<file path="src/rtl/core/ict_pkg.sv">
// shared types, constants and tables of the imu complementary tilt filter
`default_nettype none

package ict_pkg;

  localparam int ANGLE_FRAC_DEF  = 8;
  localparam int CORDIC_ITER_DEF = 16;

  localparam int IN_W       = 16;
  localparam int OUT_W      = 18;
  localparam int CX_W       = 36;
  localparam int CZ_W       = 27;
  localparam int TAB_FRAC   = 16;
  localparam int TAB_LEN    = 24;
  localparam int SQ_W       = 32;
  localparam int SQ_CELLS   = 16;
  localparam int DEN_W      = 21;
  localparam int SENS_W     = 11;
  localparam int RATE_W     = 10;
  localparam int RANGE_W    = 2;
  localparam int WGT_W      = 11;
  localparam int CFG_IDX_W  = 2;
  localparam int CFG_DATA_W = 11;

  localparam logic [WGT_W-1:0]       WGT_ONE     = 11'd1024;
  localparam logic [RANGE_W-1:0]     RANGE_RST   = 2'd1;
  localparam logic [RATE_W-1:0]      RATE_RST    = 10'd250;
  localparam logic [WGT_W-1:0]       WGT_RST     = 11'd973;
  localparam logic signed [CZ_W-1:0] Z_HALF_TURN = 27'sd11796480;

  localparam logic TAG_ROLL  = 1'b0;
  localparam logic TAG_PITCH = 1'b1;

  typedef enum logic [CFG_IDX_W-1:0] {
    CFG_RANGE  = 2'd0,
    CFG_RATE   = 2'd1,
    CFG_WEIGHT = 2'd2
  } cfg_idx_e;

  typedef enum logic [2:0] {
    ST_IDLE,
    ST_BUSY,
    ST_MUL,
    ST_ADD,
    ST_FIN
  } state_e;

  typedef struct packed {
    logic                   vld;
    logic                   tag;
    logic signed [CX_W-1:0] x;
    logic signed [CX_W-1:0] y;
    logic signed [CZ_W-1:0] z;
  } cordic_t;

  typedef struct packed {
    logic            vld;
    logic [SQ_W-1:0] n;
    logic [SQ_W-1:0] r;
  } sqrt_t;

  function automatic logic signed [CZ_W-1:0] atan_entry(input int unsigned i);
    logic signed [CZ_W-1:0] v;
    case (i)
      0:       v = 27'sd2949120;
      1:       v = 27'sd1740967;
      2:       v = 27'sd919879;
      3:       v = 27'sd466945;
      4:       v = 27'sd234379;
      5:       v = 27'sd117304;
      6:       v = 27'sd58666;
      7:       v = 27'sd29335;
      8:       v = 27'sd14668;
      9:       v = 27'sd7334;
      10:      v = 27'sd3667;
      11:      v = 27'sd1833;
      12:      v = 27'sd917;
      13:      v = 27'sd458;
      14:      v = 27'sd229;
      15:      v = 27'sd115;
      16:      v = 27'sd57;
      17:      v = 27'sd29;
      18:      v = 27'sd14;
      19:      v = 27'sd7;
      20:      v = 27'sd4;
      21:      v = 27'sd2;
      22:      v = 27'sd1;
      default: v = 27'sd0;
    endcase
    return v;
  endfunction

  function automatic logic [SENS_W-1:0] sens_x10(input logic [RANGE_W-1:0] sel);
    logic [SENS_W-1:0] v;
    case (sel)
      2'd0:    v = 11'd1310;
      2'd1:    v = 11'd655;
      2'd2:    v = 11'd328;
      default: v = 11'd164;
    endcase
    return v;
  endfunction

endpackage

`default_nettype wire

</file>
<file path="src/rtl/core/ict_sqrt_cell.sv">
// one digit cell of the integer square root chain
`default_nettype none

module ict_sqrt_cell import ict_pkg::*; #(
  parameter int BITP = 30
) (
  input  wire logic  clk_i,
  input  wire logic  rst_ni,
  input  wire sqrt_t cell_i,
  output sqrt_t      cell_o
);

  localparam logic [SQ_W:0] BIT = (SQ_W + 1)'(1) << BITP;

  sqrt_t         cell_d;
  sqrt_t         data_q;
  logic          vld_q;
  logic [SQ_W:0] trial;

  assign trial = {1'b0, cell_i.r} + BIT;

  always_comb begin
    cell_d = cell_i;
    if ({1'b0, cell_i.n} >= trial) begin
      cell_d.n = cell_i.n - trial[SQ_W-1:0];
      cell_d.r = (cell_i.r >> 1) + BIT[SQ_W-1:0];
    end else begin
      cell_d.r = cell_i.r >> 1;
    end
  end

  always_ff @(posedge clk_i or negedge rst_ni) begin
    if (!rst_ni) begin
      vld_q <= 1'b0;
    end else begin
      vld_q <= cell_i.vld;
    end
  end

  always_ff @(posedge clk_i) begin
    data_q <= cell_d;
  end

  always_comb begin
    cell_o     = data_q;
    cell_o.vld = vld_q;
  end

endmodule

`default_nettype wire

</file>
<file path="config.mk">
export PLATFORM = sky130hd
export DESIGN_NAME = ict_sqrt_cell
export DESIGN_NICKNAME = d
export VERILOG_FILES = /design/src/rtl/core/ict_pkg.sv /design/src/rtl/core/ict_sqrt_cell.sv
export SDC_FILE = /design/constraint.sdc
export NUM_CORES = 1
export LEC_CHECK = 0
export BUFFER_PORTS_ARGS = -buffer_cell sky130_fd_sc_hd__buf_2
export CORE_MARGIN = 4
export CORE_UTILIZATION = 50
export DETAILED_ROUTE_END_ITERATION = 7
export PLACE_DENSITY_LB_ADDON = 0.3
export RECOVER_POWER = 50
export SYNTH_ARGS = -nofsm -noshare
export SYNTH_HDL_FRONTEND = slang
export SYNTH_SLANG_ARGS = --single-unit
export TNS_END_PERCENT = 1
</file>
<file path="constraint.sdc">
create_clock -name clk_i -period 0.8 [get_ports clk_i]
set_input_delay 0.12 -clock clk_i [delete_from_list [all_inputs] [get_ports clk_i]]
set_output_delay 0.12 -clock clk_i [all_outputs]
set_load 0.01 [all_outputs]
</file>
# Word level (Yosys, flattened, before mapping)
# Index checks and enable logic that the tools add are counted.
[totals]
regBits = 65
input_bits = 67
out_inout_bits = 65
wordCells = 10
[classes]
mux = 2
n_lt_le_gt_ge = 1
add_sub_neg = 3
[ops]
columns = ["cell", "count"]
rows = [
  ["adder 32 x 31 -> 33 bit, second input constant", 1],
  ["greater-or-equal comparator 32 x 33 -> 1 bit", 1],
  ["adder 31 x 31 -> 32 bit, second input constant", 1],
  ["two-way mux 32 bit", 1],
  ["subtractor 32 bit", 1],
  ["two-way mux 31 bit", 1],
]

# Depth between registers and ports, before layout
[depth]
depth_word = 3
depth_mapped = 12
mapped_depth_nobuf = 11

# Worst setup path before layout
# Ideal clock, no wire load.
[synth_path]
path_kind = "input port to flip-flop"
startpoint = "input cell_i[11] in the netlist's numbering"
endpoint = "register data_q (netlist bit cell_o[39])"
path_buffers = 1
slack_ns = -1.779
t_required_ns = 0.679
stages = 11
setup_time_ns = 0.121
arrival_ns = 2.458
cell_sequence = "inv_1 ha_1 and3_1 and4_1 o21ai_2 a41oi_4 a41oi_2 a211o_1 a21oi_4 buf_6 mux2_2"
[synth_lines]
columns = ["item", "line", "text"]
rows = [
  ["start, declared", "ict_sqrt_cell.sv:9", "input wire sqrt_t cell_i,"],
  ["end signal, assigned", "ict_sqrt_cell.sv:41", "data_q <= cell_d;"],
  ["end, declared", "ict_sqrt_cell.sv:16", "sqrt_t data_q;"],
]

==> flow_summary.yaml <==
sta:
  grt_setup_unrepaired: "yes"
  final.period_utilization: 3.23
  finalCriticalPeriod_ps: 2580
  max_slew.worst_pin.slew_ps: 644
  setup_viol: 99
  finalHoldViolations: 2
  max_slew_margin: 0.567
  fmax_ghz: 0.387
  fin_ws_ps: -1780
  timing.final.max_slew_violations: 0
  whs_ps: -5.84
global_route:
  grt_pass1_vias: 4634
  grt_max_degree: 13
  overflow: 0
  antenna_found_initial: 0
  grt_usage: 0.349
  grt_pass1_wl_mm: 23.5
route:
  ant_nets: 0
  first_pass_iters: 6
  routedWlPerCell_um: 26.7
  drcViolationCount: 0
  drt-total-wl_mm: 20.4
  dr.first_iter.drc_count: 650
  vias: 4930
  routed_via_density: 6.44
floorplanning:
  core_um2: 6910
  chipHeight_um: 92.9
  ios: 132
  dieWidth_um: 92.9
  dieArea_um2: 8620
  start_util: 0.521
  rows: 30
clock_tree:
  root_buffer: "clkbuf_8"
  cts_tree: "yes"
  path_clk_slew_ps: 80
  htreeDepth: 3
  cts_made_buffers: 9
  ctsLongestPathBuffers: 2
  cts.sinks: 65
synthesis:
  ys.flop_type: "dfxtp_1"
  synth-async-reset-ratio: 0.0154
  synth_cells: 380
  synth-seq-cells: 65
  synth.distinct_cells: 53
  avgSynthCellArea_um2: 9.48
  synth_top_area_share: 0.356
  netlist_area_um2: 3600
  synth-edff-count: 0
  ys_top_cells_by_area: "dfxtp_1 (36%), ha_1 (11%), mux2_2 (6.3%)"
  yosysTopAreaCell: "dfxtp_1"
  yosys_warnings: 0
  yosysSeqAreaShare: 0.363
  synth_nets: 481
placed_design:
  hpwl_mm: 8.65
  io_buffer_count: 131
  gp_congestion: 0.834
  dpl_cell_area_um2: 5180
flow_run:
  cap_violations: 0
finish:
  syn_to_final_growth_pct: 80.8
  fin_nets: 765
  drive_gt1_frac: 0.572
  n_antenna_cell: 0
  final_common_cell: "buf_4"
  final_design_area_no_fill_um2: 6510
  final_cell_mix: "buf_4 (113), buf_2 (71), buf_6 (62)"
run_status:
  violations: "hold timing, setup timing"
  outcome: "finished with violations"
critical_path:
  worstSetupPathType: "in -> reg"
  worstSetupEndpoint: "cell_o[58]$_DFF_P_"
  cp-end-kind: "flip-flop"
  crit_chain: "buf_6 -> inv_2 -> ha_4 -> buf_4 -> a21oi_2 -> o21ai_0 -> or3_1 -> o211ai_1 -> nand4_1 -> buf_4 -> xor2_1 -> mux2_1"
  critPathLaunchType: "input pin"
  slowest_stage: "or3_1"
  crit_arrival_ps: 2820
  cp.required_ps: 1040
  cp-startpoint: "cell_i[11]"
  slowest_delay_ps: 440
  crit_top_cell: "buf_4"
  path_max_fanout: 6
pwr:
  power.internal_uw: 7470
  switching_share: 0.361
  p_switching_uw: 4220
  combinationalPowerShare: 0.438
  p_per_area_nw_per_um2: 1800
  p_leak_uw: 0.00313
  ir_drop_uv: 1250
  seqPwrFrac: 0.335
  clkPwrFrac: 0.227
worst_hold_path:
  min_path_type: "in -> reg"
metal layers:
metal | part of all wire | vias to the layer above | wire [um] | GRT usage
met5 | 0 | - | 0 | 0
met4 | 0.10 | 0 | 2110 | 0.182
met3 | 0.12 | 217 | 2480 | 0.0796
met2 | 0.46 | 528 | 9340 | 0.624
met1 | 0.32 | 2256 | 6470 | 0.382
li1 | - | 1929 | - | -
cells by family (layout without fill, tap and decap cells):
kind of cell    after synthesis  after routing  synth area share
compound gates               93             93             0.173
xor+xnor                     28             28            0.0681
fa+ha+maj                    34             34             0.120
buf+inv                      44            333            0.0539
flops                        65             65             0.363
mux                          32             32            0.0994
simple gates                 84             84             0.122
final cells by class:
cell class | count | area, um^2
Clock buffer | 12 | 135
Tap cell | 96 | 120
Multi-Input combinational cell | 271 | 2410
Fill cell | 210 | 398
Sequential cell | 65 | 1360
Timing Repair Buffer | 284 | 2330
Inverter | 33 | 131
Clock inverter | 4 | 20.0
worst min-delay path by stage:
stage | depth (start not counted) | startpoint | endpoint | slack [ps]
after detailed placement | 1 | rst_ni | vld_q$_DFF_PN0_ | -100
after floorplan | 0 | rst_ni | vld_q$_DFF_PN0_ | -180
after CTS | 2 | cell_i[57] | cell_o[57]$_DFF_P_ | -4
after global routing | 2 | cell_i[59] | cell_o[59]$_DFF_P_ | 3
final | 2 | cell_i[47] | cell_o[47]$_DFF_P_ | -6
after global placement | 1 | rst_ni | vld_q$_DFF_PN0_ | -110
per-stage QoR:
step | setup TNS [ps] | power, uW | cells | setup WS (ps) | util
floorplan | -57270 | 5680 | 380 | -1730 | -
global placement | -59370 | 7180 | 705 | -2000 | 0.750
detailed placement | -61190 | 7280 | 705 | -1940 | 0.750
CTS | -54000 | 10300 | 760 | -1440 | 0.881
global route | -72390 | 12000 | 765 | -1900 | 0.942
finish | -65870 | 11700 | 765 | -1780 | 0.942
critical path: cells and delay by family:
kind                       cells  cell delay [ps]
buffers and inverters          4              550
AOI/OAI and AO/OA              3              850
adders and majority gates      1              210
and+or+nand+nor                2              650
muxes                          1              310
xor gates and xnor gates       1              130
timing repair:
item / 4_1_cts / 5_1_grt
gates resized for setup: 84 / 99
buffers inserted: 7 / 3
hold buffers: 31 / 2
gates cloned: 2 / 0
pin swaps: 19 / 16
setup endpoints to repair: 99 / 99
endpoints found under the hold margin: 33 / 2
state kept, by name, summed over array words and instances, names as in the netlist:
name and cells:
cell_o 64, vld_q 1
cells in the mapped netlist, types with 4 or more instances:
master	n
dfxtp_1	64
ha_1	33
inv_1	33
a21oi_1	32
nand2_1	23
mux2_2	20
o21ai_0	18
nand4_1	14
xnor2_1	14
xor2_1	14
nor2_1	13
mux2_1	10
a21o_1	8
nand3_1	7
a31oi_1	5
clkbuf_1	5
nor2b_1	5
and2_1	4
o21bai_1	4
power by group through the flow:
stage	clock, uW	sequential [uW]	combinational (uW)
finish	2660	3920	5120
floorplan	0	4000	1680
global route	2720	3930	5310
detailed placement	0	3790	3490
global placement	0	3780	3400
CTS	2400	3750	4150
No activity file was read; power rests on OpenSTA's default activity.
