### src/rtl/core/ict_pkg.sv
// shared types, constants and tables of the imu complementary tilt filter
`default_nettype none

package ict_pkg;

  localparam int ANGLE_FRAC_DEF  = 8;
  localparam int CORDIC_ITER_DEF = 16;

  localparam int IN_W       = 16;
  localparam int OUT_W      = 18;
  localparam int CX_W       = 36;
  localparam int CZ_W       = 27;
  localparam int TAB_FRAC   = 16;
  localparam int TAB_LEN    = 24;
  localparam int SQ_W       = 32;
  localparam int SQ_CELLS   = 16;
  localparam int DEN_W      = 21;
  localparam int SENS_W     = 11;
  localparam int RATE_W     = 10;
  localparam int RANGE_W    = 2;
  localparam int WGT_W      = 11;
  localparam int CFG_IDX_W  = 2;
  localparam int CFG_DATA_W = 11;

  localparam logic [WGT_W-1:0]       WGT_ONE     = 11'd1024;
  localparam logic [RANGE_W-1:0]     RANGE_RST   = 2'd1;
  localparam logic [RATE_W-1:0]      RATE_RST    = 10'd250;
  localparam logic [WGT_W-1:0]       WGT_RST     = 11'd973;
  localparam logic signed [CZ_W-1:0] Z_HALF_TURN = 27'sd11796480;

  localparam logic TAG_ROLL  = 1'b0;
  localparam logic TAG_PITCH = 1'b1;

  typedef enum logic [CFG_IDX_W-1:0] {
    CFG_RANGE  = 2'd0,
    CFG_RATE   = 2'd1,
    CFG_WEIGHT = 2'd2
  } cfg_idx_e;

  typedef enum logic [2:0] {
    ST_IDLE,
    ST_BUSY,
    ST_MUL,
    ST_ADD,
    ST_FIN
  } state_e;

  typedef struct packed {
    logic                   vld;
    logic                   tag;
    logic signed [CX_W-1:0] x;
    logic signed [CX_W-1:0] y;
    logic signed [CZ_W-1:0] z;
  } cordic_t;

  typedef struct packed {
    logic            vld;
    logic [SQ_W-1:0] n;
    logic [SQ_W-1:0] r;
  } sqrt_t;

  function automatic logic signed [CZ_W-1:0] atan_entry(input int unsigned i);
    logic signed [CZ_W-1:0] v;
    case (i)
      0:       v = 27'sd2949120;
      1:       v = 27'sd1740967;
      2:       v = 27'sd919879;
      3:       v = 27'sd466945;
      4:       v = 27'sd234379;
      5:       v = 27'sd117304;
      6:       v = 27'sd58666;
      7:       v = 27'sd29335;
      8:       v = 27'sd14668;
      9:       v = 27'sd7334;
      10:      v = 27'sd3667;
      11:      v = 27'sd1833;
      12:      v = 27'sd917;
      13:      v = 27'sd458;
      14:      v = 27'sd229;
      15:      v = 27'sd115;
      16:      v = 27'sd57;
      17:      v = 27'sd29;
      18:      v = 27'sd14;
      19:      v = 27'sd7;
      20:      v = 27'sd4;
      21:      v = 27'sd2;
      22:      v = 27'sd1;
      default: v = 27'sd0;
    endcase
    return v;
  endfunction

  function automatic logic [SENS_W-1:0] sens_x10(input logic [RANGE_W-1:0] sel);
    logic [SENS_W-1:0] v;
    case (sel)
      2'd0:    v = 11'd1310;
      2'd1:    v = 11'd655;
      2'd2:    v = 11'd328;
      default: v = 11'd164;
    endcase
    return v;
  endfunction

endpackage

`default_nettype wire

### src/rtl/core/ict_div.sv
// restoring divider, one quotient bit per cycle
`default_nettype none

module ict_div import ict_pkg::*; #(
  parameter int NW = 28,
  parameter int DW = DEN_W
) (
  input  wire logic          clk_i,
  input  wire logic          rst_ni,
  input  wire logic          start_i,
  input  wire logic [NW-1:0] num_i,
  input  wire logic [DW-1:0] den_i,
  output logic      [NW-1:0] quo_o,
  output logic               done_o
);

  localparam int CW = $clog2(NW + 1);

  logic [NW-1:0] quo_q;
  logic [DW-1:0] rem_q;
  logic [DW-1:0] den_q;
  logic [CW-1:0] cnt_q;
  logic          busy_q;
  logic          done_q;
  logic [DW:0]   trial;
  logic          ge;

  assign trial = {rem_q, quo_q[NW-1]};
  assign ge    = trial >= {1'b0, den_q};

  always_ff @(posedge clk_i or negedge rst_ni) begin
    if (!rst_ni) begin
      busy_q <= 1'b0;
      done_q <= 1'b0;
      cnt_q  <= '0;
    end else begin
      done_q <= 1'b0;
      if (start_i) begin
        busy_q <= 1'b1;
        cnt_q  <= '0;
      end else if (busy_q) begin
        cnt_q <= cnt_q + 1'b1;
        if (cnt_q == CW'(NW - 1)) begin
          busy_q <= 1'b0;
          done_q <= 1'b1;
        end
      end
    end
  end

  always_ff @(posedge clk_i) begin
    if (start_i) begin
      quo_q <= num_i;
      rem_q <= '0;
      den_q <= den_i;
    end else if (busy_q) begin
      rem_q <= ge ? DW'(trial - {1'b0, den_q}) : trial[DW-1:0];
      quo_q <= {quo_q[NW-2:0], ge};
    end
  end

  assign quo_o  = quo_q;
  assign done_o = done_q;

endmodule

`default_nettype wire

### config.mk
export PLATFORM = sky130hd
export DESIGN_NAME = ict_div
export DESIGN_NICKNAME = d
export VERILOG_FILES = /design/src/rtl/core/ict_pkg.sv /design/src/rtl/core/ict_div.sv
export SDC_FILE = /design/constraint.sdc
export NUM_CORES = 1
export LEC_CHECK = 0
export BUFFER_PORTS_ARGS = -buffer_cell sky130_fd_sc_hd__clkbuf_2
export CORE_ASPECT_RATIO = 1.75
export CORE_MARGIN = 5
export CORE_UTILIZATION = 53
export DETAILED_ROUTE_END_ITERATION = 8
export HOLD_SLACK_MARGIN = 0.12
export PLACE_DENSITY_LB_ADDON = 0.12
export SLEW_MARGIN = 20
export SYNTH_ARGS = -nofsm -noshare
export SYNTH_HDL_FRONTEND = slang
export SYNTH_SLANG_ARGS = --single-unit
### constraint.sdc
create_clock -name clk_i -period 3.1 [get_ports clk_i]
set_input_delay 0.62 -clock clk_i [delete_from_list [all_inputs] [get_ports clk_i]]
set_output_delay 0.62 -clock clk_i [all_outputs]
set_load 0.05 [all_outputs]
* After elaboration in Yosys (flattened, before gate mapping)
Index checks and enable logic that the tools add are counted.
Word-level totals: input port bits 52, output and inout bits 29, word-level logic and storage cells 22, register bits 77
Cells by class: eq/ne operators 1, order comparisons 1, add/subtract/negate cells 2, reduce and logical (&&, ||, !) cells 1, mux-type cells 11
Operator list (number):
- $mux W28 | 2
- $ge A22 B21 Y1 | 1
- $mux W21 | 1
- $sub A21 B21 Y21 | 1
- $mux W5 | 2
- $mux W1 | 6
- $add A5 B1 Y5 const B | 1
- $eq A5 B5 Y1 const B | 1
- $reduce_bool A2 Y1 | 1

* Logic depth before layout (Yosys ltp)
word-level depth 4, mapped depth 11

* Worst setup path after synthesis
Ideal clock, no wire load.
path type register to register, from reg quo_q[27] (netlist: quo_o[27]), to reg quo_q[0] (netlist: quo_o[0]), data pin, cell stages (with the launch flop) 11, library setup time 271 ps, setup slack 212 ps, buffers on the path 1, required time 2829 ps, arrival time 2617 ps, path through edfxtp_1 > inv_1 > ha_1 > inv_1 > fa_1 > a21oi_1 > o221ai_1 > nor2b_1 > nor4_4 > clkbuf_1 > mux2i_1
On the way: longest elaborated chain between the ends 3
Ends and longest elaborated chain:
- from (decl) | RTL line ict_div.sv:19 | logic [NW-1:0] quo_q;
- from (signal assigned) | RTL line ict_div.sv:53 | quo_q <= num_i;
- from (signal assigned) | RTL line ict_div.sv:58 | quo_q <= {quo_q[NW-2:0], ge};
- $ge A22 B21 Y1 | RTL line ict_div.sv:29 | assign ge = trial >= {1'b0, den_q};
- $mux W28 | RTL line ict_div.sv:56 | end else if (busy_q) begin
- $mux W28 | RTL line ict_div.sv:52 | if (start_i) begin
Every way passes these cells. The select of a mux whose other input is x is not followed. A chain may end at the register's enable or synchronous reset.

* Final worst setup path
from reg quo_q[27] (netlist: quo_o[27]), to reg rem_q[9]
On the way: longest elaborated chain between the ends 2, elaborated cells on any way between the ends 3, classes of those cells 1 x add/sub; 1 x order compare; 1 x mux
Ends and longest elaborated chain:
- $sub A21 B21 Y21 / $ge A22 B21 Y1 (equally long branches) | RTL line ict_div.sv:57, ict_div.sv:29
- $mux W21 * | RTL line ict_div.sv:57 | rem_q <= ge ? DW'(trial - {1'b0, den_q}) : trial[DW-1:0];
- to (signal assigned) | RTL line ict_div.sv:57
- to (decl) | RTL line ict_div.sv:20 | logic [DW-1:0] rem_q;
Mark *: on every way between the ends. The rest lies on a longest branch, timed or not.

==> reports/qor.log <==
[grt] initial antenna violation count 0
[detailed_routing] post-detailed-routing wire length 9280 µm
[yosys] number of warnings printed during yosys synthesis 0
[yosys] most used flip-flop cell after synthesis sky130_fd_sc_hd__edfxtp_1
[worst_setup_path] cell-by-cell trace of the critical path inv_1 > ha_1 > inv_1 > fa_1 > a21oi_1 > o221ai_1 > nor2b_1 > nor4_4 > buf_4 > mux2i_1 > a211oi_1
[detailed_routing] Iter 0 DRT Violations 140
[worst_setup_path] largest stage delay on the critical path 410 ps
[detailed_routing] routed length per instance 16.3 µm
[placement] Post-DP HPWL 6860 µm
[detailed_routing] number of iterations in the first detailed-routing pass 4
[worst_setup_path] master of the slowest instance on the critical path sky130_fd_sc_hd__edfxtp_1
[timing] maximum clock rate 362 MHz
[detailed_routing] final antenna-violating net count 0
[grt] wire length of the first global-routing pass 15400 µm
[worst_setup_path] capture instance of the worst register-to-register path rem_q[9]
[floorplan] core outline area 7860 µm²
[cells_and_area] # nets final 550
[power] net switching power figure 0.000799 W
[status] run status complete, no violations
[cts] clock latency of the later-clocked register in the worst-skew pair 340 ps
[floorplan] die width 77.4 µm
[cts] total clock buffers created by CTS 9
[cells_and_area] antenna cell count 0
[yosys] Netlist Area Pre-Place 4220 µm²
[yosys] count of distinct cell types in the synthesized netlist 51
[cells_and_area] fraction of layout cells with a size suffix above 1 0.279
[timing] Setup Skew 3.35 ps
[cells_and_area] Layout area overhead 19.2%
[timing] Slew Viols, Final 0
[worst_setup_path] cell type group with the largest total delay on the critical path compound AO/OA/AOI/OAI gates
[detailed_routing] total via count after detailed routing 3218
[worst_setup_path] number of stages on the worst setup path 11
[cells_and_area] most frequent cells in the layout 80 x sky130_fd_sc_hd__clkbuf_2, 49 x sky130_fd_sc_hd__edfxtp_1, 29 x sky130_fd_sc_hd__nand2_1
[worst_setup_path] worst reg-to-reg setup slack 340 ps
[grt] pin count of the biggest net entering global routing 40
[hold_path] worst hold-check path type input port to flip-flop
[floorplan] starting utilization of the core area 0.537
[yosys] Async S/R FF share, synth 0.0909
[timing] worst slew margin relative to its limit 0.487
[power] Sequential Power Share 0.430
[cts] CTS tree yes
[cts] clock sink count 77
[floorplan] DIE HEIGHT 128 µm
[hold_path] Cells on Worst Hold Path 1
[timing] Period Utilization, post-route 0.890
[worst_setup_path] top fanout value on the critical path 20
[placement] number of I/O port buffers 80
[power] portion of total power attributed to the clock network 0.376
[grt] total track usage 0.193
[power] Sw Share 0.281
[worst_setup_path] data arrival time of the critical path 2940 ps
[hold_path] terminating pin of the worst hold path den_q[15]
[worst_setup_path] startpoint types flip-flop
[worst_setup_path] Buffers & Inverters on Critical Path 3
[cts] clock transition at the registers of the reported paths 60 ps
[cts] Resized Gates After CTS 0
[timing] summed negative setup slack over all endpoints 0 ps
[detailed_routing] drc violations 0
[timing] tightest hold margin 458 ps
[timing] # setup viols final 0
[yosys] portion of the post-synthesis area used by sequential elements 0.490
[yosys] number of flops mapped to enable cells by yosys 49
[cts] clock tree root driver cell sky130_fd_sc_hd__clkbuf_16
[hold_path] Hold Startpoint den_i[15]
[yosys] Post-Synthesis Mean Instance Area 10.8 µm²
[yosys] Net Count, Synth 467
[worst_setup_path] most numerous cell on the critical path sky130_fd_sc_hd__inv_1
[worst_setup_path] FF-to-FF Start quo_o[27]
[cts] hold-fix buffers at CTS 1
[power] worst voltage drop across the vdd grid 0.441 mV
[floorplan] number of I/O pins 81
[timing] slew at the pin with the worst max-slew slack 769 ps
[worst_setup_path] number of cell instances on the worst register-to-register path 11
[cells_and_area] most frequent standard cell in the layout excluding fill and tap cells sky130_fd_sc_hd__clkbuf_2
[power] internal power summed over all cells 0.00205 W
[placement] routability congestion estimate from global placement 0.875
[timing] final hold violation count 0
[floorplan] Core Rows 43
[detailed_routing] Avg Vias per Cell 5.65
[run] max-cap check violation count 0
[grt] vias in the first global route 3488
[grt] global-route congestion overflow total 0
[worst_setup_path] kind of end point of the critical path flip-flop
[power] Comb pwr share 0.194
[cts] Post-CTS Setup Bufs 0
[cts] Clock H-tree levels 3
[worst_setup_path] critical path required time 3280 ps
[power] Static Leakage 2.26 nW
[timing] clock period minus final worst setup slack 2760 ps
[floorplan] overall die area 9920 µm²
[power] ratio of total power to cell area 566 nW/µm²
[timing] RSZ-0062 raised after global routing false
[worst_setup_path] worst setup path class flip-flop to flip-flop
[yosys] synthesized netlist cell count 392
[cts] maximum number of buffers from clock root to sink 2
[yosys] Synth Register Bits 77
-- power groups by stage --
| stage | Combinational (W) | Clock [W] | Sequential (W) |
|---|---|---|---|
| 2_1_floorplan | 0.000278 | 0 | 0.00137 |
| 3_3_place_gp | 0.000543 | 0 | 0.00124 |
| 3_5_place_dp | 0.000551 | 0 | 0.00124 |
| 4_1_cts | 0.000555 | 0.00108 | 0.00122 |
| 5_1_grt | 0.000607 | 0.00112 | 0.00123 |
| 6_report | 0.000553 | 0.00107 | 0.00122 |
-- registers in the layout, summed over array words and instances (netlist names) --
name	cells
quo_o	28
busy_q	1
done_o	1
cnt_q	5
den_q	21
rem_q	21
-- per-stage QoR --
step | instances | instance area (µm²) | util | power [W] | setup WS (ps)
after global placement | 553 | 4710 | 0.600 | 0.00178 | 438
after floorplan | 392 | 4220 | - | 0.00165 | 212
final | 570 | 5030 | 0.640 | 0.00285 | 340
after global routing | 570 | 5030 | 0.640 | 0.00296 | 81.0
after CTS | 570 | 5030 | 0.640 | 0.00286 | 343
after detailed placement | 553 | 4710 | 0.600 | 0.00179 | 351
-- synth_stat cells (5+ instances only) --
library cell	n	area (µm²)
sky130_fd_sc_hd__edfxtp_1	49	1470
sky130_fd_sc_hd__nand2_1	29	109
sky130_fd_sc_hd__inv_1	28	105
sky130_fd_sc_hd__mux2_2	27	304
sky130_fd_sc_hd__nor2_1	26	97.6
sky130_fd_sc_hd__ha_1	22	275
sky130_fd_sc_hd__dfxtp_1	21	420
sky130_fd_sc_hd__a21oi_1	19	95.1
sky130_fd_sc_hd__nand3_1	16	80.1
sky130_fd_sc_hd__o21ai_0	12	60.1
sky130_fd_sc_hd__xor2_1	12	105
sky130_fd_sc_hd__mux2i_1	11	110
sky130_fd_sc_hd__a211oi_1	9	67.6
sky130_fd_sc_hd__clkbuf_1	8	30.0
sky130_fd_sc_hd__dfrtp_1	7	175
sky130_fd_sc_hd__nor3_1	7	35.0
sky130_fd_sc_hd__xnor2_1	7	61.3
sky130_fd_sc_hd__a32oi_1	6	52.6
sky130_fd_sc_hd__nand2b_1	6	37.5
sky130_fd_sc_hd__nand4_1	5	31.3
sky130_fd_sc_hd__o211ai_1	5	37.5
sky130_fd_sc_hd__o21a_1	5	37.5
sky130_fd_sc_hd__o311ai_0	5	43.8
-- worst register-to-register path, cell delays in order, from the launching register on --
cell and delay (ps):
sky130_fd_sc_hd__edfxtp_1 410, sky130_fd_sc_hd__inv_1 80, sky130_fd_sc_hd__ha_1 160, sky130_fd_sc_hd__inv_1 50
sky130_fd_sc_hd__fa_1 400, sky130_fd_sc_hd__a21oi_1 220, sky130_fd_sc_hd__o221ai_1 280, sky130_fd_sc_hd__nor2b_1 240
sky130_fd_sc_hd__nor4_4 140, sky130_fd_sc_hd__buf_4 300, sky130_fd_sc_hd__mux2i_1 230, sky130_fd_sc_hd__a211oi_1 90
-- routing by layer --
metal	wire, µm	track usage	share of wire
met5	0	0	0
met4	178	0.0840	0.019
met3	480	0.0549	0.052
met1	3530	0.201	0.38
met2	5090	0.355	0.55
-- area by class of cell --
class                           instances  area, µm²
Fill cell                             639       2830
Sequential cell                        77       2070
Clock buffer                           13        260
Multi-Input combinational cell        271       1980
Inverter                               28        105
Tap cell                               90        113
Clock inverter                          3       43.8
Timing Repair Buffer                   88        463
-- worst max-delay path by stage --
stage | from | to
2_1_floorplan | quo_o[27] | quo_o[0]
3_3_place_gp | quo_o[27] | rem_q[9]
3_5_place_dp | quo_o[27] | rem_q[9]
4_1_cts | quo_o[27] | rem_q[9]
5_1_grt | quo_o[27] | rem_q[9]
6_report | quo_o[27] | rem_q[9]
-- cells by family (layout without fill, tap and decap cells) --
group                    Yosys count  in the layout  share of synthesized area
multiplexers                      38             38                     0.0982
buffers and inverters             44            132                     0.0418
AND/OR/NAND/NOR                  107            107                      0.126
AO/OA/AOI/OAI                     84             84                      0.135
flip-flops                        77             77                      0.490
XOR/XNOR                          19             19                     0.0394
adder cells (fa/ha/maj)           23             23                     0.0700
No activity file was read; power rests on OpenSTA's default activity.
