==> config.mk <==
export PLATFORM = sky130hd
export DESIGN_NAME = ict_cordic_cell
export DESIGN_NICKNAME = d
export VERILOG_FILES = /design/src/rtl/core/ict_pkg.sv /design/src/rtl/core/ict_cordic_cell.sv
export SDC_FILE = /design/constraint.sdc
export NUM_CORES = 1
export LEC_CHECK = 0
export ABC_AREA = 1
export BUFFER_PORTS_ARGS = -buffer_cell sky130_fd_sc_hd__buf_2
export CAP_MARGIN = 20
export CORE_AREA = 5 5 133 135
export CTS_CLUSTER_SIZE = 24
export DETAILED_ROUTE_END_ITERATION = 7
export DIE_AREA = 0 0 138 140
export PLACE_DENSITY = 0.87
export SYNTH_ARGS = -nofsm -noshare
export SYNTH_HDL_FRONTEND = slang
export SYNTH_SLANG_ARGS = --single-unit
==> constraint.sdc <==
create_clock -name clk_i -period 1.5 [get_ports clk_i]
set_input_delay 0.15 -clock clk_i [delete_from_list [all_inputs] [get_ports clk_i]]
set_output_delay 0.15 -clock clk_i [all_outputs]
set_load 0.02 [all_outputs]
==> src/rtl/core/ict_pkg.sv <==
// shared types, constants and tables of the imu complementary tilt filter
`default_nettype none

package ict_pkg;

  localparam int ANGLE_FRAC_DEF  = 8;
  localparam int CORDIC_ITER_DEF = 16;

  localparam int IN_W       = 16;
  localparam int OUT_W      = 18;
  localparam int CX_W       = 36;
  localparam int CZ_W       = 27;
  localparam int TAB_FRAC   = 16;
  localparam int TAB_LEN    = 24;
  localparam int SQ_W       = 32;
  localparam int SQ_CELLS   = 16;
  localparam int DEN_W      = 21;
  localparam int SENS_W     = 11;
  localparam int RATE_W     = 10;
  localparam int RANGE_W    = 2;
  localparam int WGT_W      = 11;
  localparam int CFG_IDX_W  = 2;
  localparam int CFG_DATA_W = 11;

  localparam logic [WGT_W-1:0]       WGT_ONE     = 11'd1024;
  localparam logic [RANGE_W-1:0]     RANGE_RST   = 2'd1;
  localparam logic [RATE_W-1:0]      RATE_RST    = 10'd250;
  localparam logic [WGT_W-1:0]       WGT_RST     = 11'd973;
  localparam logic signed [CZ_W-1:0] Z_HALF_TURN = 27'sd11796480;

  localparam logic TAG_ROLL  = 1'b0;
  localparam logic TAG_PITCH = 1'b1;

  typedef enum logic [CFG_IDX_W-1:0] {
    CFG_RANGE  = 2'd0,
    CFG_RATE   = 2'd1,
    CFG_WEIGHT = 2'd2
  } cfg_idx_e;

  typedef enum logic [2:0] {
    ST_IDLE,
    ST_BUSY,
    ST_MUL,
    ST_ADD,
    ST_FIN
  } state_e;

  typedef struct packed {
    logic                   vld;
    logic                   tag;
    logic signed [CX_W-1:0] x;
    logic signed [CX_W-1:0] y;
    logic signed [CZ_W-1:0] z;
  } cordic_t;

  typedef struct packed {
    logic            vld;
    logic [SQ_W-1:0] n;
    logic [SQ_W-1:0] r;
  } sqrt_t;

  function automatic logic signed [CZ_W-1:0] atan_entry(input int unsigned i);
    logic signed [CZ_W-1:0] v;
    case (i)
      0:       v = 27'sd2949120;
      1:       v = 27'sd1740967;
      2:       v = 27'sd919879;
      3:       v = 27'sd466945;
      4:       v = 27'sd234379;
      5:       v = 27'sd117304;
      6:       v = 27'sd58666;
      7:       v = 27'sd29335;
      8:       v = 27'sd14668;
      9:       v = 27'sd7334;
      10:      v = 27'sd3667;
      11:      v = 27'sd1833;
      12:      v = 27'sd917;
      13:      v = 27'sd458;
      14:      v = 27'sd229;
      15:      v = 27'sd115;
      16:      v = 27'sd57;
      17:      v = 27'sd29;
      18:      v = 27'sd14;
      19:      v = 27'sd7;
      20:      v = 27'sd4;
      21:      v = 27'sd2;
      22:      v = 27'sd1;
      default: v = 27'sd0;
    endcase
    return v;
  endfunction

  function automatic logic [SENS_W-1:0] sens_x10(input logic [RANGE_W-1:0] sel);
    logic [SENS_W-1:0] v;
    case (sel)
      2'd0:    v = 11'd1310;
      2'd1:    v = 11'd655;
      2'd2:    v = 11'd328;
      default: v = 11'd164;
    endcase
    return v;
  endfunction

endpackage

`default_nettype wire

==> src/rtl/core/ict_cordic_cell.sv <==
// one vectoring iteration of the cordic atan2 chain
`default_nettype none

module ict_cordic_cell import ict_pkg::*; #(
  parameter int                     SHIFT = 0,
  parameter logic signed [CZ_W-1:0] ANG   = '0
) (
  input  wire logic    clk_i,
  input  wire logic    rst_ni,
  input  wire cordic_t cell_i,
  output cordic_t      cell_o
);

  cordic_t cell_d;
  cordic_t data_q;
  logic    vld_q;

  always_comb begin
    cell_d = cell_i;
    if (cell_i.y >= 0) begin
      cell_d.x = cell_i.x + (cell_i.y >>> SHIFT);
      cell_d.y = cell_i.y - (cell_i.x >>> SHIFT);
      cell_d.z = cell_i.z + ANG;
    end else begin
      cell_d.x = cell_i.x - (cell_i.y >>> SHIFT);
      cell_d.y = cell_i.y + (cell_i.x >>> SHIFT);
      cell_d.z = cell_i.z - ANG;
    end
  end

  always_ff @(posedge clk_i or negedge rst_ni) begin
    if (!rst_ni) begin
      vld_q <= 1'b0;
    end else begin
      vld_q <= cell_i.vld;
    end
  end

  always_ff @(posedge clk_i) begin
    data_q <= cell_d;
  end

  always_comb begin
    cell_o     = data_q;
    cell_o.vld = vld_q;
  end

endmodule

`default_nettype wire

==> impl_metrics.py, run 1 <==
metrics = {
    "yosys": {
        "synthArstFlopShare_pct": 1.000,
        "yosysTopAreaCell": "dfxtp_1",
        "syn_nets": 1830,
        "ys_seq_area_share_pct": 20.47,
        "synth_seq_cells": 100,
        "synth_edf_count": 0,
        "ys_types": 44,
        "yosys_warnings": 0,
        "synth_area_um2": 9804,
        "yosysTopAreaCellShare_pct": 20.21,
        "synth_top_flop_cell": "dfxtp_1",
        "synth.area.top_cells": "dfxtp_1 20%, nand2_1 18%, ha_1 13%",
        "avgSynthCellArea_um2": 6.056,
        "synthCells": 1619,
    },
    "floorplanning": {
        "dieWidth_um": 138,
        "initial_core_util_pct": 59.97,
        "num_rows": 47,
        "die_h_um": 140,
        "pin_count": 204,
    },
    "timing": {
        "worstEndpointType": "register input",
        "worstEndpointGrtRepair": "cell_o[96]$_DFF_P_/D",
    },
    "outcome": {
        "error": "[ERROR DPL-0038] Utilization greater than 100%, impossible to legalize",
        "stop_stage": "global routing (5_1_grt)",
        "status": "aborted with a tool error",
    },
    "cts": {
        "cts-root-buf": "clkbuf_16",
        "cts.sinks": 100,
        "clock_path_buffers": 2,
        "cts_made_buffers": 9,
        "htree_levels": 3,
    },
    "place": {
        "io_buffers": 203,
        "gp_congestion": 1.096,
        "dp_hpwl_um": 32570,
    },
    "global_route": {
        "grt_max_degree": 47,
    },
}
## cell families after synthesis
logic type / Yosys count / share of synthesized area (%)
flops: 100 / 20.47
fa+ha+maj: 108 / 14.01
simple gates: 823 / 35.55
buf+inv: 296 / 12.51
compound gates: 266 / 15.14
xor+xnor: 26 / 2.323
## synth_stat cells (3+ instances only)
cell / count
nand2_1: 470
inv_1: 225
nand3_1: 145
nor2_1: 138
a21oi_1: 117
ha_1: 105
dfxtp_1: 99
o21ai_0: 70
xor2_1: 26
inv_2: 23
buf_4: 22
o21ai_1: 22
nor3_1: 17
o21bai_1: 16
buf_2: 14
nor2_2: 13
a21o_1: 11
o22ai_1: 10
clkbuf_1: 9
nand2_2: 8
nand4_1: 7
nand3_2: 6
a21oi_2: 5
a31oi_1: 4
and2_1: 3
fa_1: 3
nor2_4: 3
nor3_2: 3
or2_1: 3
or2_2: 3
## through the flow
step	worst slack, ns	cell area [um2]	cells	hold WS [ns]	TNS [ns]
after detailed placement	-0.6147	13460	2265	-0.07197	-32.01
after floorplan	-0.06218	10460	1619	-0.1456	-1.268
after global placement	-0.5553	13460	2265	-0.07552	-27.69
after CTS	-0.005088	15030	2335	0.08990	-0.005088
## timing repair
action	4_1_cts
endpoints found under the setup margin	54
hold endpoints to repair	30
resized for setup	191
buffers inserted	25
pin swaps	55
hold buffers	30
==> run 2: changes to the inputs <==
CORE_AREA = 5 5 163 165   (was 5 5 133 135)
CTS_CLUSTER_SIZE = unset   (was 24)
DIE_AREA = 0 0 168 170   (was 0 0 138 140)
PLACE_DENSITY = unset   (was 0.87)
PLACE_DENSITY_LB_ADDON = 0.15   (was unset)
==> run 2 against run 1 <==
The flow now finishes, with violations (setup timing); area after synthesis did not move; synthesized cell count did not move.
==> impl_metrics.py, run 2 <==
metrics = {
    "outcome": {
        "status": "finished with violations",
        "violations": "setup timing",
    },
    "pwr": {
        "p_clk_share_pct": 20.1,
        "p_int_uw": 7177,
        "sw_frac_of_total_pct": 43.63,
        "powerDensity_nw_per_um2": 753.5,
        "p_leak_uw": 0.008592,
        "seqPwrFrac_pct": 24.7,
        "switchingPower_uw": 5556,
        "ir_worst_vdd_uv": 510.3,
        "p_total_uw": 12730,
        "pwr-share-comb_pct": 55.2,
    },
    "timing": {
        "fmax_mhz": 651.4,
        "max_slew_margin_pct": 73.01,
        "tns_ns": -0.1763,
        "hold_slack_ns": 0.04460,
        "rsz0062_at_grt": "yes",
        "post-route-period-util_pct": 102.3,
        "setup_viol_count_final": 10,
        "max_slew.worst_pin.slew_ns": 0.4048,
        "hold_viol_final": 0,
        "fin_crit_ns": 1.535,
        "finalWorstSetupSlack_ns": -0.03508,
        "finalMaxSlewViolations": 0,
    },
    "worst_setup_path": {
        "worstPathRequired_ns": 1.76,
        "endpoint_kind": "register",
        "arrival_ns": 1.80,
        "crit_fanout": 3,
        "crit_type": "in2reg",
        "critPathCapture": "cell_o[57]$_DFF_P_",
        "startpoint": "cell_i[27]",
        "cp-start-kind": "primary input",
    },
    "hold_path": {
        "hold_path_class": "in2reg",
    },
    "yosys": {
        "synth.area.top_cells": "dfxtp_1 20%, nand2_1 18%, ha_1 13%",
        "synthArstFlopShare_pct": 1.000,
        "synth_edf_count": 0,
        "ys_types": 44,
        "yosys_warnings": 0,
        "ys_seq_area_share_pct": 20.47,
        "synthCells": 1619,
        "yosysTopAreaCell": "dfxtp_1",
        "synth_top_flop_cell": "dfxtp_1",
        "synth.most_common_cell": "nand2_1",
        "synth_area_um2": 9804,
        "yosysTopAreaCellShare_pct": 20.21,
        "synth_seq_cells": 100,
        "avgSynthCellArea_um2": 6.056,
        "syn_nets": 1830,
        "synth_common_cells": "470 x nand2_1, 225 x inv_1, 145 x nand3_1, 138 x nor2_1, 117 x a21oi_1",
    },
    "floorplanning": {
        "num_rows": 58,
        "pin_count": 204,
        "die_h_um": 170,
        "dieWidth_um": 168,
        "initial_core_util_pct": 39.39,
        "dieArea_um2": 28560,
        "coreArea_um2": 24890,
    },
    "route": {
        "drtIter0Drc": 948,
        "dr.pass1.iters": 6,
        "avgViaCountPerCell": 5.017,
        "ant_nets": 0,
        "vias": 12490,
        "drc": 0,
        "routed_wl_um": 42010,
        "wl_per_cell_um": 16.88,
    },
    "cts": {
        "clock_path_buffers": 2,
        "cts.sinks": 100,
        "cts_made_buffers": 9,
        "cts_tree": "built",
        "htree_levels": 3,
        "cts-root-buf": "clkbuf_16",
        "path_clk_slew_ns": 0.08,
    },
    "global_route": {
        "grt_pass1_vias": 11870,
        "grt_max_degree": 57,
        "grt_util_all_layers_pct": 27.11,
        "grt_overflow": 0,
        "antenna_found_initial": 0,
        "grt_pass1_wl_um": 61870,
    },
    "final_layout": {
        "fin_area_um2": 16900,
        "largest_register_ffs": 99,
        "diodes": 0,
        "final_cell_mix": "327 x buf_4, 303 x nand2_1, 187 x buf_2",
        "drive_above_1_share_pct": 51.88,
        "nets": 2365,
        "fill_cells": 2140,
        "syn2layout_area_growth_pct": 72.35,
        "final_common_cell": "buf_4",
    },
    "run": {
        "maxCapViolCount": 0,
    },
    "place": {
        "io_buffers": 203,
        "place_area_um2": 13780,
        "gp_congestion": 1.022,
        "dp_hpwl_um": 33300,
    },
}
run 2: cell counts after synthesis:
Identical to the previous run, type by type.
run 2: worst max-delay path: stages:
cell and delay (ns):
buf_12 0.09, inv_4 0.03, ha_4 0.16, fa_2 0.48, inv_2 0.09, nand2_1 0.05
o211ai_1 0.13, nand2_1 0.14, nand2_2 0.15, nand2_2 0.09, nand2_2 0.07, nand2_2 0.05
nand3_2 0.05, nand2_2 0.06
run 2: cell type report:
cell class	count	area, um2	area share (%)
timing repair buffer	572	4054	23.99
clock buffer	9	225.2	1.333
tap	330	412.9	2.444
clock inverter	7	88.84	0.5257
inverter	248	978.4	5.790
sequential	100	2007	11.88
multi-input combinational	1223	9131	54.04
run 2: routing by layer:
layer | routed length, um | vias to the layer above | global-route usage, % | part of all wire (%)
li1 | - | 6196 | - | -
met1 | 18500 | 5716 | 37.96 | 44
met2 | 19150 | 494 | 44.10 | 46
met3 | 3150 | 82 | 3.298 | 7.5
met4 | 1200 | 0 | 7.657 | 2.9
met5 | 0 | - | 0 | 0
run 2: worst min-delay path by stage:
stage,cells after the start,endpoint,startpoint
global placement,1,vld_q$_DFF_PN0_,rst_ni
floorplan,0,vld_q$_DFF_PN0_,rst_ni
finish,3,cell_o[63]$_DFF_P_,cell_i[63]
detailed placement,1,vld_q$_DFF_PN0_,rst_ni
CTS,2,vld_q$_DFF_PN0_,rst_ni
global route,3,cell_o[63]$_DFF_P_,cell_i[63]
run 2: power groups by stage:
stage	logic [uW]	clock network, uW	registers (uW)
2_1_floorplan	2740	0	3710
3_3_place_gp	5590	0	3210
3_5_place_dp	5640	0	3210
4_1_cts	5980	2640	3150
5_1_grt	7530	2720	3180
6_report	7030	2560	3140
run 2: logic make-up (layout without fill, tap and decap cells):
family                     count (synthesis)  after routing  share of synthesized area [%]
xor gates and xnor gates                  26             26                          2.323
adders and majority gates                108            108                          14.01
and+or+nand+nor                          823            823                          35.55
buffers and inverters                    296            836                          12.51
DFF                                      100            100                          20.47
AOI/OAI and AO/OA                        266            266                          15.14
run 2: metrics by stage:
step	setup slack [ns]	util [%]	instances
after floorplan	-0.06218	-	1619
after global placement	-0.6328	55.35	2402
after detailed placement	-0.6128	55.35	2402
after CTS	-0.009017	60.03	2457
after global routing	-0.1161	67.88	2489
final	-0.03508	67.88	2489
run 2: repair_timing:
action                                  CTS  global route
pin swaps                                31           126
setup buffers                             9            33
hold buffers                             30             0
resized for setup                       119           478
gates cloned                              0             0
endpoints found under the hold margin    30             0
endpoints found under the setup margin   52            59
Note: power is estimated with default switching activity, not from simulation.
==> run 3: changes to the inputs <==
BUFFER_PORTS_ARGS = -buffer_cell sky130_fd_sc_hd__clkbuf_2   (was -buffer_cell sky130_fd_sc_hd__buf_2)
==> run 3 against run 2 <==
The flow still finishes with violations (setup timing); final area increased by 1.3%; clock power increased by 2%; non-clock buffer count increased by 7; combinational power increased by 1%; core utilization increased by 0.90 points; via count decreased by 0.50%; first-iteration DRC count decreased by 10%; cell count increased by 0.28%; sequential share of layout area decreased by 0.16 points; critical path type unchanged; critical endpoint is now cell_o[56]$_DFF_P_.
==> impl_metrics.py, run 3 (synthesis results as in run 2) <==
metrics = {
    "pwr": {
        "powerDensity_nw_per_um2": 752.9,
        "p_clk_share_pct": 20.2,
        "ir_worst_vdd_uv": 530.9,
        "p_int_uw": 7262,
        "p_total_uw": 12890,
        "p_leak_uw": 0.008687,
        "sw_frac_of_total_pct": 43.67,
        "switchingPower_uw": 5630,
        "pwr-share-comb_pct": 55.3,
        "seqPwrFrac_pct": 24.5,
    },
    "route": {
        "drtIter0Drc": 851,
        "avgViaCountPerCell": 4.978,
        "vias": 12430,
        "wl_per_cell_um": 16.72,
        "dr.pass1.iters": 6,
        "routed_wl_um": 41740,
        "ant_nets": 0,
        "drc": 0,
    },
    "worst_setup_path": {
        "cp-start-kind": "primary input",
        "crit_fanout": 8,
        "critPathCapture": "cell_o[56]$_DFF_P_",
        "startpoint": "cell_i[35]",
        "arrival_ns": 1.79,
        "worstPathRequired_ns": 1.75,
        "endpoint_kind": "register",
        "crit_type": "in2reg",
    },
    "final_layout": {
        "largest_register_ffs": 99,
        "nets": 2372,
        "final_cell_mix": "323 x buf_4, 303 x nand2_1, 178 x clkbuf_2",
        "fin_util_pct": 68.79,
        "fin_area_um2": 17120,
        "syn2layout_area_growth_pct": 74.64,
        "drive_above_1_share_pct": 52.59,
        "final_common_cell": "buf_4",
        "diodes": 0,
    },
    "outcome": {
        "violations": "setup timing",
        "status": "finished with violations",
    },
    "floorplanning": {
        "pin_count": 204,
        "coreArea_um2": 24890,
        "initial_core_util_pct": 39.39,
        "num_rows": 58,
        "dieArea_um2": 28560,
        "die_h_um": 170,
        "dieWidth_um": 168,
    },
    "cts": {
        "path_clk_slew_ns": 0.08,
        "cts_made_buffers": 9,
        "cts-root-buf": "clkbuf_16",
        "cts_tree": "built",
        "clock_path_buffers": 2,
        "htree_levels": 3,
        "cts.sinks": 100,
    },
    "timing": {
        "tns_ns": -0.1947,
        "setup_viol_count_final": 12,
        "fin_crit_ns": 1.535,
        "hold_viol_final": 0,
        "max_slew.worst_pin.slew_ns": 0.3749,
        "max_slew_margin_pct": 75.01,
        "finalMaxSlewViolations": 0,
        "post-route-period-util_pct": 102.4,
        "rsz0062_at_grt": "yes",
        "fmax_mhz": 651.3,
        "finalWorstSetupSlack_ns": -0.03545,
    },
    "place": {
        "dp_hpwl_um": 33440,
        "io_buffers": 203,
        "dp_slack_ns": -0.6282,
        "place_area_um2": 13910,
        "gp_congestion": 0.9888,
    },
    "global_route": {
        "grt_util_all_layers_pct": 27.23,
        "grt_pass1_vias": 11900,
        "grt_overflow": 0,
        "grt_pass1_wl_um": 61920,
        "antenna_found_initial": 0,
        "grt_max_degree": 45,
    },
    "hold_path": {
        "hold_path_class": "in2reg",
        "hold_depth": 3,
    },
    "run": {
        "maxCapViolCount": 0,
    },
}
[run 3: cell count changes in the layout (fill, tap and decap cells not counted), sizes merged]
cell / delta
clkbuf: +179
buf: -172
[run 3: metal layers]
layer / track usage, % / vias to the layer above / wire, um / share of wire [%]
li1: - / 6217 / - / -
met1: 37.57 / 5721 / 18840 / 45
met2: 44.92 / 421 / 19270 / 46
met3: 3.391 / 66 / 2585 / 6.2
met4: 7.692 / 0 / 1045 / 2.5
met5: 0 / - / 0 / 0
[run 3: worst min path at each step]
stage | end | slack (ns) | startpoint
floorplan | vld_q$_DFF_PN0_ | -0.15 | rst_ni
finish | cell_o[63]$_DFF_P_ | 0.07 | cell_i[63]
global route | vld_q$_DFF_PN0_ | 0.08 | rst_ni
CTS | vld_q$_DFF_PN0_ | 0.06 | rst_ni
detailed placement | vld_q$_DFF_PN0_ | -0.07 | rst_ni
global placement | vld_q$_DFF_PN0_ | -0.08 | rst_ni
[run 3: per-stage QoR]
step,std cells,hold WS (ns)
2_1_floorplan,1619,-0.1456
3_3_place_gp,2413,-0.07562
3_5_place_dp,2413,-0.07272
4_1_cts,2469,0.06235
5_1_grt,2496,0.07782
6_report,2496,0.06854
[run 3: repair_timing]
action	in CTS	in global routing
pin swaps	39	146
endpoints found under the hold margin	30	0
endpoints found under the setup margin	56	58
buffers inserted	10	27
hold buffers	30	0
resized for setup	166	454
[run 3: critical path, stage by stage]
cell and delay [ns]:
buf_2 0.11, inv_2 0.05, ha_4 0.31, nor2_4 0.16, inv_1 0.07, nor3_1 0.19, nand2_2 0.10, nand2_4 0.11
nand2_2 0.07, nand2_4 0.10, nand2_2 0.07, nand2_1 0.09, nand2_2 0.06, nand3_2 0.06, nand2_2 0.08
[run 3: power groups by stage]
stage / Combinational (uW) / Clock [uW] / Sequential (uW)
after global routing: 7650 / 2750 / 3200
final: 7130 / 2600 / 3160
after CTS: 6140 / 2660 / 3170
after floorplan: 2740 / 0 / 3710
after global placement: 5670 / 0 / 3220
after detailed placement: 5700 / 0 / 3230
[run 3: layout make-up]
type / instances / area, um2
clock buffers: 9 / 225.2
clock inverters: 7 / 93.84
fillers: 2159 / 7769
inverters: 248 / 978.4
multi-input cells: 1223 / 9180
flip-flops and latches: 100 / 2007
well taps: 330 / 412.9
repair buffers: 579 / 4225
